==> src/hdl/radix_digit_emitter_macros.svh <==
// Assertion macros for the radix digit emitter.
// Used by the RTL modules that carry concurrent checks; no other dependencies.
`ifndef RADIX_DIGIT_EMITTER_MACROS_SVH
`define RADIX_DIGIT_EMITTER_MACROS_SVH

`ifndef SYNTHESIS
// Check that holds at every clock edge outside reset.
`define RDE_ASSERT(lbl, prop, msg) \
  lbl: assert property (@(posedge clk) disable iff (rst) (prop)) else $error(msg);
// Implication whose consequent is checked in the cycle after the antecedent.
`define RDE_ASSERT_NEXT(lbl, ante, cons, msg) \
  lbl: assert property (@(posedge clk) disable iff (rst) (ante) |=> (cons)) else $error(msg);
`else
`define RDE_ASSERT(lbl, prop, msg)
`define RDE_ASSERT_NEXT(lbl, ante, cons, msg)
`endif

`endif

==> src/hdl/rde_pkg.sv <==
// Shared types, constants and the digit-to-ASCII function of the radix digit emitter.
// No dependencies.
package rde_pkg;

  localparam int VALUE_W   = 32;  // width of the value field
  localparam int RADIX_W   = 6;
  localparam int CHAR_W    = 7;
  localparam int STEP_BITS = 8;   // quotient bits resolved per divider cycle

  localparam logic [RADIX_W-1:0] RADIX_MIN   = 6'd2;
  localparam logic [RADIX_W-1:0] RADIX_MAX   = 6'd36;
  localparam logic [RADIX_W-1:0] RADIX_RESET = 6'd10;

  localparam logic [CHAR_W-1:0] ASCII_ZERO     = 7'd48;
  localparam logic [CHAR_W-1:0] ASCII_LOWER_A  = 7'd97;
  localparam logic [CHAR_W-1:0] DECIMAL_DIGITS = 7'd10;

  // back end sequencer
  typedef enum logic [1:0] {
    BK_IDLE,
    BK_DIV,
    BK_EMIT
  } bk_state_t;

  // digits 0..9 -> '0'..'9', 10..35 -> 'a'..'z'
  function automatic logic [CHAR_W-1:0] digit_to_ascii(input logic [RADIX_W-1:0] d);
    logic [CHAR_W-1:0] d7;
    d7 = {1'b0, d};
    if (d7 < DECIMAL_DIGITS) begin
      return d7 + ASCII_ZERO;
    end else begin
      return d7 - DECIMAL_DIGITS + ASCII_LOWER_A;
    end
  endfunction

endpackage

==> src/hdl/rde_front.sv <==
// Front end: takes input beats, trims the value to the working width, flags zero.
// Depends on rde_pkg.
module rde_front import rde_pkg::*; #(
  parameter int VALUE_BITS = 32
) (
  input  logic                  clk,
  input  logic                  rst,
  input  logic                  in_valid,
  output logic                  in_ready,
  input  logic [VALUE_W-1:0]    value,
  output logic                  push_valid,
  input  logic                  push_ready,
  output logic [VALUE_BITS-1:0] push_value,
  output logic                  push_zero
);

  logic                  f_valid;
  logic [VALUE_BITS-1:0] f_value;
  logic                  f_zero;
  logic [VALUE_BITS-1:0] trimmed;

  assign trimmed  = VALUE_BITS'(value);
  assign in_ready = !f_valid || push_ready;

  // beat holding register
  always_ff @(posedge clk) begin
    if (rst) begin
      f_valid <= 1'b0;
    end else if (in_valid && in_ready) begin
      f_valid <= 1'b1;
    end else if (push_ready) begin
      f_valid <= 1'b0;
    end
  end

  always_ff @(posedge clk) begin
    if (in_valid && in_ready) begin
      f_value <= trimmed;
      f_zero  <= (trimmed == '0);
    end
  end

  assign push_valid = f_valid;
  assign push_value = f_value;
  assign push_zero  = f_zero;

endmodule

==> src/hdl/rde_queue.sv <==
// Two-entry queue between the front end and the conversion back end.
// Depends on rde_pkg.
module rde_queue import rde_pkg::*; #(
  parameter int VALUE_BITS = 32
) (
  input  logic                  clk,
  input  logic                  rst,
  input  logic                  push_valid,
  output logic                  push_ready,
  input  logic [VALUE_BITS-1:0] push_value,
  input  logic                  push_zero,
  input  logic                  pop,
  output logic                  head_valid,
  output logic [VALUE_BITS-1:0] head_value,
  output logic                  head_zero
);

  logic [VALUE_BITS-1:0] q_value [2];
  logic                  q_zero  [2];
  logic                  wr_ptr;
  logic                  rd_ptr;
  logic [1:0]            count;
  logic                  do_push;
  logic                  do_pop;

  assign push_ready = (count != 2'd2);
  assign head_valid = (count != 2'd0);
  assign do_push    = push_valid && push_ready;
  assign do_pop     = pop && head_valid;

  // pointers and fill level
  always_ff @(posedge clk) begin
    if (rst) begin
      wr_ptr <= 1'b0;
      rd_ptr <= 1'b0;
      count  <= 2'd0;
    end else begin
      if (do_push) wr_ptr <= !wr_ptr;
      if (do_pop)  rd_ptr <= !rd_ptr;
      if (do_push && !do_pop) begin
        count <= count + 2'd1;
      end else if (do_pop && !do_push) begin
        count <= count - 2'd1;
      end
    end
  end

  always_ff @(posedge clk) begin
    if (do_push) begin
      q_value[wr_ptr] <= push_value;
      q_zero[wr_ptr]  <= push_zero;
    end
  end

  assign head_value = q_value[rd_ptr];
  assign head_zero  = q_zero[rd_ptr];

endmodule

==> src/hdl/rde_divider.sv <==
// Iterative divider by the radix: STEP_BITS restoring steps per cycle.
// Depends on rde_pkg.
module rde_divider import rde_pkg::*; #(
  parameter int VALUE_BITS = 32
) (
  input  logic                  clk,
  input  logic                  rst,
  input  logic                  start,
  input  logic [VALUE_BITS-1:0] dividend,
  input  logic [RADIX_W-1:0]    radix,
  output logic                  done,
  output logic [VALUE_BITS-1:0] quotient,
  output logic [RADIX_W-1:0]    remainder
);

  localparam int STEPS = (VALUE_BITS + STEP_BITS - 1) / STEP_BITS;
  localparam int DIV_W = STEPS * STEP_BITS;
  localparam int CNT_W = $clog2(STEPS + 1);

  logic             busy;
  logic [CNT_W-1:0] cnt;
  logic [DIV_W-1:0] work;
  logic [DIV_W-1:0] work_next;
  logic [RADIX_W-1:0] rem;
  logic [RADIX_W-1:0] rem_next;

  // per busy cycle: shift STEP_BITS dividend bits into the remainder, quotient bits in at the bottom
  always_comb begin
    logic [RADIX_W:0] t;
    work_next = work;
    rem_next  = rem;
    for (int i = 0; i < STEP_BITS; i++) begin
      t         = {rem_next, work_next[DIV_W-1]};
      work_next = {work_next[DIV_W-2:0], 1'b0};
      if (t >= {1'b0, radix}) begin
        t            = t - {1'b0, radix};
        work_next[0] = 1'b1;
      end
      rem_next = t[RADIX_W-1:0];
    end
  end

  // control
  always_ff @(posedge clk) begin
    if (rst) begin
      busy <= 1'b0;
      done <= 1'b0;
      cnt  <= '0;
    end else begin
      done <= busy && (cnt == CNT_W'(1));
      if (start) begin
        busy <= 1'b1;
        cnt  <= CNT_W'(STEPS);
      end else if (busy) begin
        cnt <= cnt - CNT_W'(1);
        if (cnt == CNT_W'(1)) busy <= 1'b0;
      end
    end
  end

  // datapath
  always_ff @(posedge clk) begin
    if (start) begin
      work <= DIV_W'(dividend);
      rem  <= '0;
    end else if (busy) begin
      work <= work_next;
      rem  <= rem_next;
    end
  end

  assign quotient  = work[VALUE_BITS-1:0];
  assign remainder = rem;

endmodule

==> src/hdl/rde_back.sv <==
// Back end: divides by the radix into a digit stack, then pops it most significant first.
// Depends on rde_pkg, rde_divider and the assertion macros.
`include "radix_digit_emitter_macros.svh"
module rde_back import rde_pkg::*; #(
  parameter int VALUE_BITS = 32
) (
  input  logic                  clk,
  input  logic                  rst,
  input  logic [RADIX_W-1:0]    radix,
  input  logic                  q_valid,
  input  logic [VALUE_BITS-1:0] q_value,
  input  logic                  q_zero,
  output logic                  q_pop,
  output logic                  out_valid,
  input  logic                  out_ready,
  output logic [CHAR_W-1:0]     digit_char,
  output logic                  last
);

  localparam int IDX_W = $clog2(VALUE_BITS);
  localparam int SP_W  = $clog2(VALUE_BITS + 1);

  bk_state_t state;
  bk_state_t state_next;

  logic                  div_start;
  logic [VALUE_BITS-1:0] div_dividend;
  logic                  div_done;
  logic [VALUE_BITS-1:0] div_quot;
  logic [RADIX_W-1:0]    div_rem;

  logic [RADIX_W-1:0] stack_mem [VALUE_BITS];
  logic [SP_W-1:0]    sp;
  logic [SP_W-1:0]    sp_dec;
  logic               push_en;
  logic [RADIX_W-1:0] push_data;
  logic               issue;
  logic               rd_valid;
  logic               rd_adv;
  logic               rd_last;
  logic [RADIX_W-1:0] rd_data;

  rde_divider #(.VALUE_BITS(VALUE_BITS)) u_div (
    .clk       (clk),
    .rst       (rst),
    .start     (div_start),
    .dividend  (div_dividend),
    .radix     (radix),
    .done      (div_done),
    .quotient  (div_quot),
    .remainder (div_rem)
  );

  assign sp_dec = sp - SP_W'(1);
  assign rd_adv = rd_valid && (!out_valid || out_ready);

  // next state
  always_comb begin
    state_next = state;
    case (state)
      BK_IDLE: begin
        if (q_valid) state_next = q_zero ? BK_EMIT : BK_DIV;
      end
      BK_DIV: begin
        if (div_done && div_quot == '0) state_next = BK_EMIT;
      end
      BK_EMIT: begin
        if (issue && sp == SP_W'(1)) state_next = BK_IDLE;
      end
      default: state_next = BK_IDLE;
    endcase
  end

  // sequencer outputs
  always_comb begin
    q_pop        = 1'b0;
    push_en      = 1'b0;
    push_data    = div_rem;
    div_start    = 1'b0;
    div_dividend = div_quot;
    issue        = 1'b0;
    case (state)
      BK_IDLE: begin
        q_pop        = q_valid;
        div_dividend = q_value;
        if (q_valid && q_zero) begin
          push_en   = 1'b1;
          push_data = '0;
        end else if (q_valid) begin
          div_start = 1'b1;
        end
      end
      BK_DIV: begin
        if (div_done) begin
          push_en   = 1'b1;
          div_start = (div_quot != '0);
        end
      end
      BK_EMIT: begin
        issue = (sp != '0) && (!rd_valid || rd_adv);
      end
      default: ;
    endcase
  end

  always_ff @(posedge clk) begin
    if (rst) begin
      state <= BK_IDLE;
    end else begin
      state <= state_next;
    end
  end

  // stack pointer
  always_ff @(posedge clk) begin
    if (rst) begin
      sp <= '0;
    end else if (push_en) begin
      sp <= sp + SP_W'(1);
    end else if (issue) begin
      sp <= sp_dec;
    end
  end

  // digit stack, registered read
  always_ff @(posedge clk) begin
    if (push_en) stack_mem[sp[IDX_W-1:0]] <= push_data;
    if (issue) begin
      rd_data <= stack_mem[sp_dec[IDX_W-1:0]];
      rd_last <= (sp == SP_W'(1));
    end
  end

  // read stage and output register valid bits
  always_ff @(posedge clk) begin
    if (rst) begin
      rd_valid  <= 1'b0;
      out_valid <= 1'b0;
    end else begin
      if (issue) begin
        rd_valid <= 1'b1;
      end else if (rd_adv) begin
        rd_valid <= 1'b0;
      end
      if (rd_adv) begin
        out_valid <= 1'b1;
      end else if (out_ready) begin
        out_valid <= 1'b0;
      end
    end
  end

  always_ff @(posedge clk) begin
    if (rd_adv) begin
      digit_char <= digit_to_ascii(rd_data);
      last       <= rd_last;
    end
  end

  `RDE_ASSERT(a_rem_below_radix, !div_done || (div_rem < radix), "divider remainder not below radix")
  `RDE_ASSERT(a_stack_no_overflow, !push_en || (sp < SP_W'(VALUE_BITS)), "digit stack overflow")
  `RDE_ASSERT(a_no_push_while_pop, !(push_en && issue), "digit stack pushed and popped together")
  `RDE_ASSERT_NEXT(a_rd_hold, rd_valid && out_valid && !out_ready, rd_valid && $stable(rd_data), "stalled digit lost")

endmodule

==> src/hdl/radix_digit_emitter.sv <==
// Top level of the radix digit emitter: radix register, front end, queue, back end.
// Depends on rde_pkg, rde_front, rde_queue and rde_back.
//
// Converts each accepted value into ASCII digits in the programmed radix, most
// significant digit first, no leading zeros ('0' for zero), last set on the final digit.
// Writes to the radix clamp to 2..36; write it only while the block is idle. The back
// end divides by the radix with a divider that resolves 8 quotient bits a cycle, one
// division per digit, least significant digit first. Digits are then popped from a
// stack one per cycle while out_ready stays high, and the next value may already be
// waiting in the two-entry input queue.
module radix_digit_emitter import rde_pkg::*; #(
  parameter int VALUE_BITS = 32
) (
  input  logic               clk,
  input  logic               rst,
  input  logic               cfg_wr_en,
  input  logic [RADIX_W-1:0] cfg_wr_data,
  input  logic               in_valid,
  output logic               in_ready,
  input  logic [VALUE_W-1:0] value,
  output logic               out_valid,
  input  logic               out_ready,
  output logic [CHAR_W-1:0]  digit_char,
  output logic               last
);

  logic [RADIX_W-1:0]    radix;
  logic                  push_valid;
  logic                  push_ready;
  logic [VALUE_BITS-1:0] push_value;
  logic                  push_zero;
  logic                  head_valid;
  logic [VALUE_BITS-1:0] head_value;
  logic                  head_zero;
  logic                  head_pop;

  // radix register, clamped on write
  always_ff @(posedge clk) begin
    if (rst) begin
      radix <= RADIX_RESET;
    end else if (cfg_wr_en) begin
      if (cfg_wr_data < RADIX_MIN) begin
        radix <= RADIX_MIN;
      end else if (cfg_wr_data > RADIX_MAX) begin
        radix <= RADIX_MAX;
      end else begin
        radix <= cfg_wr_data;
      end
    end
  end

  rde_front #(.VALUE_BITS(VALUE_BITS)) u_front (
    .clk        (clk),
    .rst        (rst),
    .in_valid   (in_valid),
    .in_ready   (in_ready),
    .value      (value),
    .push_valid (push_valid),
    .push_ready (push_ready),
    .push_value (push_value),
    .push_zero  (push_zero)
  );

  rde_queue #(.VALUE_BITS(VALUE_BITS)) u_queue (
    .clk        (clk),
    .rst        (rst),
    .push_valid (push_valid),
    .push_ready (push_ready),
    .push_value (push_value),
    .push_zero  (push_zero),
    .pop        (head_pop),
    .head_valid (head_valid),
    .head_value (head_value),
    .head_zero  (head_zero)
  );

  rde_back #(.VALUE_BITS(VALUE_BITS)) u_back (
    .clk        (clk),
    .rst        (rst),
    .radix      (radix),
    .q_valid    (head_valid),
    .q_value    (head_value),
    .q_zero     (head_zero),
    .q_pop      (head_pop),
    .out_valid  (out_valid),
    .out_ready  (out_ready),
    .digit_char (digit_char),
    .last       (last)
  );

endmodule
==> config.mk <==
export PLATFORM = sky130hd
export DESIGN_NAME = radix_digit_emitter
export DESIGN_NICKNAME = d
export VERILOG_FILES = /design/src/hdl/rde_pkg.sv /design/src/hdl/rde_front.sv /design/src/hdl/rde_queue.sv /design/src/hdl/rde_divider.sv /design/src/hdl/rde_back.sv /design/src/hdl/radix_digit_emitter.sv
export VERILOG_INCLUDE_DIRS = /design/src /design/src/hdl
export SDC_FILE = /design/constraint.sdc
export NUM_CORES = 1
export LEC_CHECK = 0
export BUFFER_PORTS_ARGS = -buffer_cell sky130_fd_sc_hd__buf_4
export CAP_MARGIN = 15
export CORE_UTILIZATION = 48
export CTS_CLUSTER_DIAMETER = 150
export CTS_CLUSTER_SIZE = 8
export DETAILED_ROUTE_END_ITERATION = 7
export PLACE_DENSITY = 0.61
export RECOVER_POWER = 25
export SYNTH_ARGS = -nofsm -noshare
export SYNTH_HDL_FRONTEND = slang
export SYNTH_SLANG_ARGS = --single-unit
==> constraint.sdc <==
create_clock -name clk -period 41.1 [get_ports clk]
set_input_delay 8.22 -clock clk [delete_from_list [all_inputs] [get_ports clk]]
set_output_delay 8.22 -clock clk [all_outputs]
set_load 0.05 [all_outputs]
## Word-level counts from Yosys, hierarchy flattened

Memory sizes are Yosys's and may differ from the RTL's. A register that Yosys moved wholly into a read port is not among the register bits.
Cells that the tools add are included.
Widths: inputs -> output; s select.

| word-level totals | value |
|---|---|
| flip-flop bits (word level) | 106 |
| memory bits (writable) | 258 |
| output and inout bits | 10 |
| logic and storage cells | 156 |
| memories | 3 |

| operators by class | value |
|---|---|
| add/sub/neg operators | 16 |
| order comparisons | 11 |
| equal/unequal tests | 9 |
| muxes and demuxes | 61 |
| reductions and logical operators | 36 |

Memory list:

| memory | words | width | read ports | clocked after memory_dff | write ports | RTL line | RTL |
|---|---|---|---|---|---|---|---|
| u_back.stack_mem | 32 | 6 | 1 | 1 | 1 | rde_back.sv:32 | `logic [RADIX_W-1:0] stack_mem [VALUE_BITS];` |
| u_queue.q_value | 2 | 32 | 1 | 1 | 1 | rde_queue.sv:18 | `logic [VALUE_BITS-1:0] q_value [2];` |
| u_queue.q_zero | 2 | 1 | 1 | 1 | 1 | rde_queue.sv:19 | `logic q_zero [2];` |

Operator list:

| cell | count |
|---|---|
| $mux 32 | 3 |
| $mux 6 | 14 |
| $logic_not 32->1 | 2 |
| $ge 7x6->1 | 8 |
| $sub 6x6->6 | 8 |
| $mux 1 | 32 |
| $reduce_bool 32->1 | 1 |
| $reduce_bool 2->1 | 7 |
| $mux 2 | 6 |
| $logic_and 1x1->1 | 11 |
| $add 6x6->7 const B | 1 |
| $add 7x7->7 const B | 1 |
| $logic_not 1->1 | 7 |
| $mux 7 | 1 |
| $sub 6x4->7 const B | 1 |
| $add 6x1->6 const B | 1 |
| $eq 6x1->1 const B | 1 |
| $gt 6x6->1 const B | 1 |
| $lt 6x2->1 const B | 1 |
| $lt 6x4->1 const B | 1 |
| $mux 3 | 2 |
| $ne 2x1->1 const B | 3 |
| $pmux 2 s3 | 1 |
| $reduce_bool 6->1 | 1 |
| 14 further kinds | 18 |

## Depth between registers and ports, before layout

| depth | value |
|---|---|
| depth in word-level cells | 18 |
| mapped depth | 77 |
| depth with buffers taken out | 74 |

## Hierarchy

A second synthesis with hierarchy kept.

| unflattened totals | value |
|---|---|
| cell total of the unflattened synthesis | 1265 |
| area, all modules | 18200.0 um2 |

By module, submodules not included:

| module | instances | cells each | area each (um2) | seq. area each (um2) |
|---|---|---|---|---|
| rde_back | 1 | 549 | 9536.6 | 6416.2 |
| rde_divider | 1 | 509 | 4694.5 | 1181.1 |
| rde_queue | 1 | 127 | 2596.2 | 2082.0 |
| rde_front | 1 | 49 | 1104.8 | 1011.0 |
| radix_digit_emitter | 1 | 31 | 267.8 | 120.1 |

## Least setup slack after synthesis

No wires, ideal clock.

| timing | value |
|---|---|
| kind | flip-flop to flip-flop |
| from | register radix[1] |
| to | register u_back.u_div.rem[0], in the netlist u_back.u_div.remainder[0] |
| library setup time | 0.122 ns |
| arrival time | 15.464 ns |
| slack | 25.514 ns |
| stages on the path, launching flop included | 75 |
| buffers on the path | 3 |
| period minus slack after synthesis | 15.586 ns |
| cells stage by stage | dfxtp_1 -> inv_1 -> ha_1 -> a41o_2 -> nand2_1 -> a31oi_1 -> buf_2 -> o21ai_0 -> inv_1 -> ha_1 -> nor2b_1 -> o2111ai_1 -> a31o_2 -> and2_1 -> nand2_1 -> nand2_1 -> a21boi_0 -> ha_1 -> [39 not listed] -> nand2b_1 -> a21o_1 -> a21o_1 -> a31o_2 -> a21o_1 -> a221o_1 -> or2_1 -> buf_6 -> a21oi_1 -> ha_1 -> a21oi_1 -> o21ai_0 -> a21o_1 -> a21o_1 -> a211oi_1 -> o211ai_4 -> nor4b_1 -> a311o_1 |

| between the ends | value |
|---|---|
| cells in the longest elaborated chain, start to end | 16 |
| elaborated cells on any way between the ends | 23 |
| those cells by class | add/sub: 7; order compare: 8; mux: 8 |

RTL lines:

| element | RTL line | RTL |
|---|---|---|
| from (decl) | radix_digit_emitter.sv:27 | `logic [RADIX_W-1:0] radix;` |
| from (signal assigned) | radix_digit_emitter.sv:47 | `radix <= cfg_wr_data;` |
| $sub 6x6->6 / $ge 7x6->1 (equally long branches) | rde_divider.sv:36, rde_divider.sv:35 |  |
| $mux 6 | rde_divider.sv:35 | `if (t >= {1'b0, radix}) begin` |
| $sub 6x6->6 / $ge 7x6->1 (equally long branches) | rde_divider.sv:36, rde_divider.sv:35 |  |
| $mux 6 | rde_divider.sv:35 |  |
| $sub 6x6->6 / $ge 7x6->1 (equally long branches) | rde_divider.sv:36, rde_divider.sv:35 |  |
| $mux 6 | rde_divider.sv:35 |  |
| $sub 6x6->6 / $ge 7x6->1 (equally long branches) | rde_divider.sv:36, rde_divider.sv:35 |  |
| $mux 6 | rde_divider.sv:35 |  |
| $sub 6x6->6 / $ge 7x6->1 (equally long branches) | rde_divider.sv:36, rde_divider.sv:35 |  |
| $mux 6 | rde_divider.sv:35 |  |
| $ge 7x6->1 / $sub 6x6->6 (equally long branches) | rde_divider.sv:35, rde_divider.sv:36 |  |
| $mux 6 | rde_divider.sv:35 |  |
| $sub 6x6->6 / $ge 7x6->1 (equally long branches) | rde_divider.sv:36, rde_divider.sv:35 |  |
| $mux 6 | rde_divider.sv:35 |  |
| $ge 7x6->1 (*) | rde_divider.sv:35 |  |
| $mux 6 (*) | rde_divider.sv:35 |  |
| to (signal assigned) | rde_divider.sv:68 | `rem <= rem_next;` |
| to (decl) | rde_divider.sv:24 | `logic [RADIX_W-1:0] rem;` |

Mark *: on every way between the ends. The rest lies on a longest branch, timed or not.
A chain may end at the register's enable or synchronous reset.

## Worst setup path in the final report

Ends and elaborated chain as after synthesis.

==> impl_metrics.csv <==
group,metric,value,unit
die,die_h,190,µm
synth,async_flop_share,0,
timing,rsz0062_at_grt,"false",
synth,ys_seq_elements,371,
synth,ys_seq_area_frac,0.634,
setup_path,worstSetupPathType,"flop to flop",
worst_hold_path,min_to,"u_queue.q_value[0][12]",
routing,initialDrtViolationCount,579,
cells_and_area,diodes,0,
synth,synth_top_area_cell,"edfxtp_1",
global_routing,grt_pass1_wl,54400,µm
placement,place_hpwl,23400,µm
routing,antenna_left,0,
timing,timing.slew.headroom,-1.93,
synth,syn_area_per_cell,14.7,µm²
global_routing,antenna_found_initial,0,
worst_hold_path,min_path_cells,0,
timing,hold_viol_final,0,
placement,place_inst,1643,
routing,drt-total-wl,35200,µm
timing,setup_viol_count_final,0,
timing,min_period,18360,ps
cells_and_area,regArea,10800,µm²
routing,drt-pass1-iter-count,5,
setup_path,startpoint_type,"flop",
cells_and_area,stdcell_count,1746,
placement,dp_worst_setup_slack,22910,ps
synth,synth-main-ff-cell,"edfxtp_1",
outcome,failed_checks,"max-capacitance violations, max-slew violations",
die,num_rows,68,
die,start_util,0.491,
timing,finClkSkew,14.5,ps
global_routing,overflow,0,
synth,synth_top_area_share,0.596,
clock_tree,clockRootBuffer,"clkbuf_16",
timing,worstMarginPinSlew,4390,ps
cells_and_area,filler_cell_count,2786,
cells_and_area,multi_input_area,5900,µm²
synth,syn_inst,1163,
placement,port_buffers,52,
setup_path,path_buf_inv,4,
worst_hold_path,hold_path_class,"flop to flop",
synth,yosys-top-cells-area,"edfxtp_1 (60%), mux4_2 (7.9%), ha_1 (4.4%)",
die,die-area,36300,µm²
clock_tree,holdBufCountCts,0,
synth,yosysUniqueCellTypes,67,
setup_path,r2r-end,"u_back.u_div.remainder[0]",
setup_path,reg2reg_from,"radix[1]",
clock_tree,cts_resized,0,
global_routing,grt_max_degree,69,
flow_run,cap_viol_max_count,4,
timing,fin_hold_ws,435,ps
timing,drv_slew,157,
routing,viasPerCell,5.66,
clock_tree,cts_setup_buffers,0,
synth,synth.most_common_cell,"edfxtp_1",
setup_path,path_delay_family,"compound AO/OA/AOI/OAI gates",
clock_tree,htree_levels,2,
synth,synth_common_cells,"edfxtp_1 (338), nor2_1 (114), a21oi_1 (64)",
setup_path,critPathCaptureType,"flop",
timing,final.setup.tns,0,ps
clock_tree,cts.sinks,371,
die,io_pins,53,
routing,drc,0,
timing,fin_ws,22740,ps
global_routing,grtUsageTotal,0.198,
clock_tree,cts_tree,"done",
clock_tree,numCtsBuffers,52,
timing,fin_crit_sh,0.447,
clock_tree,clk_pin_slew,50,ps
global_routing,grt_pass1_vias,9694,
cells_and_area,nets,1359,
outcome,status,"finished with violations",
cells_and_area,drive_gt1_frac,0.173,
synth,synth_nets,1274,
setup_path,critPathSlowestCell,"a31oi_1",
setup_path,crit_required,41550,ps
worst_hold_path,min_from,"u_front.push_value[12]",
timing,fmax,54.5,MHz
cells_and_area,area_growth,14.9,%
clock_tree,clockBufferDepth,3,
clock_tree,clock_latency,560,ps
setup_path,crit_fanout,12,
synth,synth_warnings,0,
setup_path,reg2reg_depth,70,
setup_path,rrSetupSlack,22740,ps
routing,num_vias,9886,
setup_path,critical_path.max_stage_delay,760,ps
setup_path,path_common_cell,"ha_1",
synth,synth_edf_count,338,
die,coreArea,34700,µm²
routing,routedWlPerCell,20.2,µm
placement,gp_congestion,0.932,
die,die_w,190,µm
synth,netlist_area,17000,µm²
setup_path,crit_start,"radix[1]",
setup_path,cp.arrival,18810,ps
stage by stage:
step / cell area [µm²] / utilization
floorplan: 17000 / -
global placement: 17900 / 0.517
detailed placement: 17900 / 0.517
CTS: 19500 / 0.561
global route: 19600 / 0.564
finish: 19600 / 0.564
state kept, by name, summed over array words and instances, names as in the netlist, 3 cells and up, named ones only:
signal / count
u_back.digit_char: 7
u_back.u_div.remainder: 6
radix: 6
u_back.rd_data: 6
u_front.push_value: 32
u_back.u_div.quotient: 32
u_back.sp: 6
u_back.u_div.cnt: 3
u_queue.q_value: 64
u_back.stack_mem: 192
layer usage:
layer  global-route usage  share of wire  vias to the layer above
li1                     -              -                     4657
met1                0.287           0.47                     4938
met2                0.311           0.46                      246
met4               0.0532          0.018                        0
met3               0.0315          0.047                       45
met5                    0              0                        -
kinds of logic (layout without fill, tap and decap cells):
group	count (synthesis)	after routing	share of synthesized area
XOR/XNOR	45	45	0.0231
AND/OR/NAND/NOR	292	292	0.0828
flip-flops	371	371	0.634
adder cells (fa/ha/maj)	68	68	0.0535
buffers and inverters	92	220	0.0208
AO/OA/AOI/OAI	169	169	0.0658
multiplexers	126	126	0.120
cells in the final DEF, fill, tap and decap left out, types with 46 or more instances in the layout:
cell type	netlist	final
edfxtp_1	338	338
nor2_1	114	113
a21oi_1	64	64
mux4_2	60	60
ha_1	60	59
inv_1	56	56
buf_4	0	56
nand2_1	55	54
clkbuf_16	0	53
mux2i_1	46	46
clkbuf_1	22	46
worst max-delay path by stage:
stage          cells after the start                         to
2_1_floorplan                     74  u_back.u_div.remainder[0]
3_3_place_gp                      70  u_back.u_div.remainder[0]
3_5_place_dp                      71  u_back.u_div.remainder[0]
4_1_cts                           71  u_back.u_div.remainder[0]
5_1_grt                           70  u_back.u_div.remainder[0]
6_report                          70  u_back.u_div.remainder[0]
area by class of cell:
| type | count | area share |
|---|---|---|
| Inverter | 57 | 0.0109 |
| Timing Repair Buffer | 66 | 0.0280 |
| Multi-Input combinational cell | 700 | 0.301 |
| Tap cell | 455 | 0.0291 |
| Sequential cell | 371 | 0.552 |
| Clock inverter | 3 | 0.00243 |
| Clock buffer | 94 | 0.0756 |
Power is not shown: default switching activity piles up to over one toggle a cycle in this logic, so the estimate is an artifact.
